--- config.mk ---
export PLATFORM = sky130hd
export DESIGN_NAME = drive_command_frame_builder
export DESIGN_NICKNAME = d
export VERILOG_FILES = /design/src/rtl/core/dcfb_pkg.sv /design/src/rtl/core/dcfb_decode.sv /design/src/rtl/core/dcfb_serializer.sv /design/src/rtl/core/drive_command_frame_builder.sv
export SDC_FILE = /design/constraint.sdc
export NUM_CORES = 1
export LEC_CHECK = 0
export BUFFER_PORTS_ARGS = -buffer_cell sky130_fd_sc_hd__buf_4
export CORE_ASPECT_RATIO = 0.75
export CORE_MARGIN = 2
export CORE_UTILIZATION = 30
export DETAILED_ROUTE_END_ITERATION = 6
export PLACE_DENSITY = 0.42
export SYNTH_ARGS = -nofsm -noshare
export SYNTH_HDL_FRONTEND = slang
export SYNTH_SLANG_ARGS = --single-unit
--- constraint.sdc ---
create_clock -name clk -period 3.9 [get_ports clk]
set_input_delay 0.39 -clock clk [delete_from_list [all_inputs] [get_ports clk]]
set_output_delay 0.39 -clock clk [all_outputs]
set_load 0.05 [all_outputs]
--- src/rtl/core/dcfb_pkg.sv ---
// Shared types, frame constants and the CRC-16/MODBUS byte update for the drive command frame builder
`default_nettype none
package dcfb_pkg;

	// frame layout
	localparam int unsigned FRAME_LEN = 9;
	localparam int unsigned IDX_W     = $clog2(FRAME_LEN);

	typedef logic [IDX_W-1:0] byte_idx_t;

	// byte positions in transmit order
	localparam byte_idx_t BYTE_START  = IDX_W'(0);
	localparam byte_idx_t BYTE_HDR    = IDX_W'(1);
	localparam byte_idx_t BYTE_LSPD   = IDX_W'(2);
	localparam byte_idx_t BYTE_LPAD   = IDX_W'(3);
	localparam byte_idx_t BYTE_RSPD   = IDX_W'(4);
	localparam byte_idx_t BYTE_RPAD   = IDX_W'(5);
	localparam byte_idx_t BYTE_DIR    = IDX_W'(6);
	localparam byte_idx_t BYTE_CRC_LO = IDX_W'(7);
	localparam byte_idx_t BYTE_CRC_HI = IDX_W'(8);

	// fixed byte values
	localparam logic [7:0] START_CODE = 8'hFF;
	localparam logic [7:0] HDR_CODE   = 8'h07;
	localparam logic [7:0] PAD_CODE   = 8'h00;

	// direction codes
	localparam logic [7:0] DIR_FORWARD  = 8'b0101_0000;
	localparam logic [7:0] DIR_BACKWARD = 8'b0000_0000;
	localparam logic [7:0] DIR_ROT_LEFT = 8'b0001_0000;
	localparam logic [7:0] DIR_ROT_RGT  = 8'b0100_0000;
	localparam logic [7:0] DIR_STOP     = 8'b0101_0000;

	// crc-16/modbus
	localparam logic [15:0] CRC_INIT = 16'hFFFF;
	localparam logic [15:0] CRC_POLY = 16'hA001;

	// variable part of one frame
	typedef struct packed {
		logic [7:0] left_speed;
		logic [7:0] right_speed;
		logic [7:0] direction;
	} frame_fields_t;

	// one byte of reflected crc, bit at a time
	function automatic logic [15:0] crc_byte(input logic [15:0] crc_in, input logic [7:0] data);
		logic [15:0] acc;
		acc = crc_in ^ {8'h00, data};
		for (int b = 0; b < 8; b++) begin
			if (acc[0]) begin
				acc = (acc >> 1) ^ CRC_POLY;
			end else begin
				acc = acc >> 1;
			end
		end
		return acc;
	endfunction

endpackage
`default_nettype wire

--- src/rtl/core/dcfb_decode.sv ---
// Request decode: wheel speeds and direction code from the drive flags
`default_nettype none
module dcfb_decode (
	input  wire logic                   go_forward,
	input  wire logic                   go_backward,
	input  wire logic                   turn_left,
	input  wire logic                   turn_right,
	input  wire logic [7:0]             wheel_speed,
	output dcfb_pkg::frame_fields_t     fields
);
	import dcfb_pkg::*;

	logic [7:0] half_speed;
	logic [7:0] left_speed;
	logic [7:0] right_speed;
	logic [7:0] direction;

	assign half_speed = wheel_speed >> 1;

	// wheel speeds: moving turns halve the inner wheel, rotation uses full speed
	always_comb begin
		if (go_forward || go_backward) begin
			if (turn_right) begin
				left_speed  = wheel_speed;
				right_speed = half_speed;
			end else if (turn_left) begin
				left_speed  = half_speed;
				right_speed = wheel_speed;
			end else begin
				left_speed  = wheel_speed;
				right_speed = wheel_speed;
			end
		end else if (turn_left || turn_right) begin
			left_speed  = wheel_speed;
			right_speed = wheel_speed;
		end else begin
			left_speed  = 8'h00;
			right_speed = 8'h00;
		end
	end

	// direction code by priority
	always_comb begin
		if (go_forward) begin
			direction = DIR_FORWARD;
		end else if (go_backward) begin
			direction = DIR_BACKWARD;
		end else if (turn_left) begin
			direction = DIR_ROT_LEFT;
		end else if (turn_right) begin
			direction = DIR_ROT_RGT;
		end else begin
			direction = DIR_STOP;
		end
	end

	// pack the variable frame fields
	assign fields = '{left_speed: left_speed, right_speed: right_speed, direction: direction};

endmodule
`default_nettype wire

--- src/rtl/core/dcfb_serializer.sv ---
// Frame serializer: emits the nine frame bytes one per cycle while frame_stall is low, with a running crc
`default_nettype none
module dcfb_serializer (
	input  wire logic                   clk,
	input  wire logic                   arst_n,
	input  wire logic                   load_valid,
	input  wire dcfb_pkg::frame_fields_t load_fields,
	output logic                        load_take,
	output logic                        frame_valid,
	input  wire logic                   frame_stall,
	output logic [7:0]                  frame_byte,
	output logic                        frame_last
);
	import dcfb_pkg::*;

	logic          busy_q;
	byte_idx_t     idx_q;
	frame_fields_t fields_q;
	logic [15:0]   crc_q;
	logic          advance;
	logic [7:0]    cur_byte;

	// output register free to take the next byte
	assign advance   = !frame_valid || !frame_stall;
	assign load_take = advance && !busy_q && load_valid;

	// byte select for the current position
	always_comb begin
		case (idx_q)
			BYTE_START:  cur_byte = START_CODE;
			BYTE_HDR:    cur_byte = HDR_CODE;
			BYTE_LSPD:   cur_byte = fields_q.left_speed;
			BYTE_LPAD:   cur_byte = PAD_CODE;
			BYTE_RSPD:   cur_byte = fields_q.right_speed;
			BYTE_RPAD:   cur_byte = PAD_CODE;
			BYTE_DIR:    cur_byte = fields_q.direction;
			BYTE_CRC_LO: cur_byte = crc_q[7:0];
			BYTE_CRC_HI: cur_byte = crc_q[15:8];
			default:     cur_byte = PAD_CODE;
		endcase
	end

	// control: frame position and output valid
	always_ff @(posedge clk or negedge arst_n) begin
		if (!arst_n) begin
			busy_q      <= 1'b0;
			idx_q       <= BYTE_START;
			frame_valid <= 1'b0;
			frame_last  <= 1'b0;
		end else if (advance) begin
			if (busy_q) begin
				frame_valid <= 1'b1;
				frame_last  <= (idx_q == BYTE_CRC_HI);
				if (idx_q == BYTE_CRC_HI) begin
					busy_q <= 1'b0;
					idx_q  <= BYTE_START;
				end else begin
					idx_q <= idx_q + IDX_W'(1);
				end
			end else if (load_valid) begin
				busy_q      <= 1'b1;
				idx_q       <= BYTE_HDR;
				frame_valid <= 1'b1;
				frame_last  <= 1'b0;
			end else begin
				frame_valid <= 1'b0;
				frame_last  <= 1'b0;
			end
		end
	end

	// payload: frame fields, running crc and output byte
	always_ff @(posedge clk) begin
		if (load_take) begin
			fields_q   <= load_fields;
			crc_q      <= CRC_INIT;
			frame_byte <= START_CODE;
		end else if (advance && busy_q) begin
			frame_byte <= cur_byte;
			if (idx_q inside {[BYTE_HDR:BYTE_DIR]}) begin
				crc_q <= crc_byte(crc_q, cur_byte);
			end
		end
	end

	// a busy frame never sits on the start position
	assert property (@(posedge clk) disable iff (!arst_n)
		busy_q |-> (idx_q != BYTE_START))
		else $error("serializer busy at start position");

	// emitting the crc high byte marks the last byte and frees the serializer
	assert property (@(posedge clk) disable iff (!arst_n)
		(advance && busy_q && idx_q == BYTE_CRC_HI) |=> (frame_valid && frame_last && !busy_q))
		else $error("frame end not marked");

	// a new frame is only loaded when idle
	assert property (@(posedge clk) disable iff (!arst_n)
		load_take |=> (busy_q && idx_q == BYTE_HDR && !frame_last))
		else $error("frame load out of order");

	// last flag only on a valid byte
	assert property (@(posedge clk) disable iff (!arst_n)
		frame_last |-> frame_valid)
		else $error("last flag without valid byte");

endmodule
`default_nettype wire

--- src/rtl/core/drive_command_frame_builder.sv ---
// Top level of the drive command frame builder: request register, decode and frame serializer
// Each accepted request produces a 9-byte motor command frame (0xFF, 0x07, left speed, 0,
// right speed, 0, direction, CRC-16/MODBUS low, high) on the frame port, one byte per cycle
// while frame_stall is low, with frame_last on the ninth. One decoded request waits in a
// holding register while the previous frame is still going out; a further request is stalled
// until the serializer takes the waiting one. With the serializer idle, an accepted request
// is first registered in the holding register, then the serializer loads the start byte
// into its output register; the crc is built one byte per cycle while the output is not
// stalled, as the frame is sent.
`default_nettype none
module drive_command_frame_builder (
	input  wire logic       clk,
	input  wire logic       arst_n,
	input  wire logic       req_valid,
	output logic            req_stall,
	input  wire logic       go_forward,
	input  wire logic       go_backward,
	input  wire logic       turn_left,
	input  wire logic       turn_right,
	input  wire logic [7:0] wheel_speed,
	output logic            frame_valid,
	input  wire logic       frame_stall,
	output logic [7:0]      frame_byte,
	output logic            frame_last
);
	import dcfb_pkg::*;

	frame_fields_t dec_fields;
	frame_fields_t fields_s1;
	logic          valid_s1;
	logic          load_take;

	// decode the request flags
	dcfb_decode u_decode (
		.go_forward  (go_forward),
		.go_backward (go_backward),
		.turn_left   (turn_left),
		.turn_right  (turn_right),
		.wheel_speed (wheel_speed),
		.fields      (dec_fields)
	);

	// holding register stalls only while full and not drained
	assign req_stall = valid_s1 && !load_take;

	always_ff @(posedge clk or negedge arst_n) begin
		if (!arst_n) begin
			valid_s1 <= 1'b0;
		end else if (!req_stall) begin
			valid_s1 <= req_valid;
		end
	end

	always_ff @(posedge clk) begin
		if (req_valid && !req_stall) begin
			fields_s1 <= dec_fields;
		end
	end

	// byte-serial frame output
	dcfb_serializer u_serializer (
		.clk         (clk),
		.arst_n      (arst_n),
		.load_valid  (valid_s1),
		.load_fields (fields_s1),
		.load_take   (load_take),
		.frame_valid (frame_valid),
		.frame_stall (frame_stall),
		.frame_byte  (frame_byte),
		.frame_last  (frame_last)
	);

endmodule
`default_nettype wire

==> results by group <==
Routing
  • Avg Vias per Cell: 4.882
  • TritonRoute pass-1 iters: 4
  • Routed WL per cell: 16.04 um
  • Antenna-violating nets left: 0
  • DR iter-0 viols: 174
  • Residual DRC: 0
  • Total number of vias: 2241
  • Routed wire length: 7.363 mm

Run status
  • Status: completed

STA
  • Slew headroom: 35.30%
  • Hold Vio Cnt, Final: 0
  • Hold_ws: 262.8 ps
  • RSZ-0062 raised after global routing: false
  • Slew @ Worst Pin: 970.6 ps
  • Max frequency: 301.2 MHz
  • Setup TNS: 0 ps
  • Final Max Tran Viols: 0
  • Final Skew: 7.847 ps
  • Minimum clock period after layout: 3320 ps
  • Final Setup Violations: 0
  • Fin crit share: 85.12%

Setup path
  • CP Class: flop to flop
  • Maximum fanout along the worst path: 11
  • Crit. End Element: flop
  • RR Startpoint: u_serializer.idx_q[0]$_DFFE_PN0P_
  • Flop2flop setup slack: 580 ps
  • Reg2reg end: u_serializer.crc_q[0]$_SDFFE_PP1P_
  • R2R cell count: 9
  • WP data arrival: 3570 ps
  • WP data required: 4150 ps
  • Setup crit start kind: flop

GRT
  • Number of global-route vias before repair: 2203
  • M2 GR Usage: 20.38%
  • Gr usage total: 14.25%
  • Largest net degree at the start of global routing: 28
  • Grt met1 use: 20.18%
  • Most used routing layer: met2
  • GRT overflow: 0
  • First-pass GRT wire length: 12.22 mm
  • GRT met3 Usage: 4.066%
  • Antenna violations before repair: 0

Logic synthesis
  • Synth Instances: 295
  • Async SR Flop Fraction: 11.76%
  • Syn nets: 315
  • Synth Flop Type: edfxtp_1
  • Ranking of synthesized cells by area: edfxtp_1 33%, dfxtp_1 15%, dfrtp_1 6.2%
  • Flop and latch count out of synthesis: 68
  • Yosys warns: 0
  • Number of synthesized flops with an enable pin: 36
  • Post-synthesis cell type count: 53
  • Synth cell count leaders: 36 x edfxtp_1, 30 x nand2_1, 24 x a21oi_1, 24 x dfxtp_1, 23 x nor2_1
  • Post-synth top area share: 33.42%
  • Post-synth top area cell: edfxtp_1
  • Synthesized area: 3234 um2
  • Post-synthesis sequential area ratio: 54.47%
  • Most frequent cell after synthesis: edfxtp_1
  • Synth Area per Inst: 10.96 um2

Floorplan
  • Die Span X: 123.9 um
  • Die ar.: 11640 um2
  • # rows: 32
  • Starting Density: 31.19%
  • Io pins: 27
  • CORE AREA: 10370 um2
  • Die H: 93.92 um

Placement
  • Placer congestion estimate: 0.8082
  • Hpwl dp: 5.298 mm
  • IO buf count: 26

Power and ir drop
  • Total leakage power: 1.510 nW
  • IR drop worst, VDD: 0.4186 mV
  • PD cells: 1061 nW/um2
  • Pwr Total: 0.004077 W

Clock network
  • Root buf cell: clkbuf_16
  • CTS tree: done
  • CTS H-tree lvls: 3
  • Max Buffers Root-to-Sink: 2
  • Clk_lat worst skew: 330 ps
  • Post-CTS Resized: 0
  • # clock sinks: 68
  • Clk slew on worst S/H paths: 50 ps
  • CTS Buf Count: 9

Hold path
  • Min-delay src: req_valid
  • Hold Crit Depth: 2
  • Hold Path End: valid_s1$_DFFE_PN0N_
  • Hold WC Path Type: input port to flop

Job
  • # Max-Cap Violations: 0

Finish
  • Ant. Diodes: 0
  • Layout fillers: 1051
  • Share of layout cells above drive strength 1: 15.79%
  • NumNets Final: 338
  • Area of the multi-input gates: 1360 um2
  • Area growth syn-to-layout: 18.80%
  • Sequential Area: 1762 um2
==> cell usage in the layout, fill, tap and decap left out, types with 7 or more instances in the layout <==
cell type,instances
a21oi_1,24
a22o_1,19
buf_4,26
clkbuf_16,9
dfrtp_1,8
dfxtp_1,24
edfxtp_1,36
inv_1,8
mux2i_1,11
nand2_1,30
nor2_1,23
o211ai_1,9
o21ai_0,10
o22ai_1,7
xnor2_1,11
==> final cells by class <==
| class | count | share of cell area, % |
|---|---|---|
| flip-flops and latches | 68 | 45.85 |
| multi-input cells | 203 | 35.40 |
| clock buffers | 11 | 6.057 |
| repair buffers | 27 | 5.340 |
| well taps | 136 | 4.429 |
| clock inverters | 5 | 1.986 |
| inverters | 9 | 0.9443 |
==> cell families (layout without fill, tap and decap cells) <==
logic type | Yosys count | after routing | share of synthesized area [%]
AO/OA/AOI/OAI | 94 | 94 | 20.31
AND/OR/NAND/NOR | 76 | 76 | 10.64
flip-flops | 68 | 68 | 54.47
buffers and inverters | 24 | 52 | 3.482
XOR/XNOR | 17 | 17 | 5.725
multiplexers | 12 | 12 | 3.830
adder cells (fa/ha/maj) | 4 | 4 | 1.547
==> stage by stage <==
stage	area, um2	instances	setup slack, ps	util (%)
after CTS	3842	459	578.8	37.05
after floorplan	3234	295	1159	-
final	3842	459	580.2	37.05
after detailed placement	3523	442	598.5	33.98
after global placement	3523	442	565.3	33.98
after global routing	3842	459	390.5	37.05
==> critical path, cell delays in order, from the launching register on <==
cell and delay [ps]:
dfrtp_1 420, inv_1 140, ha_1 430, a211oi_1 100, o32ai_1 550, mux2i_1 370
xnor2_1 220, xnor3_2 540, xnor3_1 350, o21ai_1 120
==> where the power goes <==
| part | leakage [nW] | switching (W) | total (W) | internal (W) |
|---|---|---|---|---|
| clock | 0.147 | 0.000290 | 0.000846 | 0.000556 |
| combinational | 0.744 | 0.00107 | 0.00203 | 0.000964 |
| sequential | 0.618 | 0.000214 | 0.00120 | 0.000985 |
==> metal layers <==
layer	routed length, um	up-vias
li1	-	1138
met1	3827	1039
met2	3072	52
met3	342	12
met4	121	0
met5	0	-
==> registers in the layout, summed over array words and instances, names as in the netlist <==
register and flops:
fields_s1 18, u_serializer.fields_q 18, u_serializer.crc_q 16, u_serializer.frame_byte 8, u_serializer.idx_q 4, u_serializer.busy_q 1, u_serializer.frame_last 1, u_serializer.frame_valid 1
valid_s1 1
==> what timing repair did <==
| item | CTS | global route |
|---|---|---|
| hold endpoints to repair | 8 | 0 |
| setup buffers | 0 | 0 |
| hold buffers | 1 | 0 |
==> worst max path at each step <==
stage / start / end / slack [ps]
2_1_floorplan: u_serializer.idx_q[0]$_DFFE_PN0P_ / u_serializer.crc_q[0]$_SDFFE_PP1P_ / 1160
3_3_place_gp: u_serializer.idx_q[1]$_DFFE_PN0P_ / u_serializer.crc_q[0]$_SDFFE_PP1P_ / 570
3_5_place_dp: u_serializer.idx_q[0]$_DFFE_PN0P_ / u_serializer.crc_q[0]$_SDFFE_PP1P_ / 600
4_1_cts: u_serializer.idx_q[0]$_DFFE_PN0P_ / u_serializer.crc_q[0]$_SDFFE_PP1P_ / 580
5_1_grt: u_serializer.idx_q[0]$_DFFE_PN0P_ / u_serializer.crc_q[0]$_SDFFE_PP1P_ / 390
6_report: u_serializer.idx_q[0]$_DFFE_PN0P_ / u_serializer.crc_q[0]$_SDFFE_PP1P_ / 580
Power figures use the tool's default switching activity.
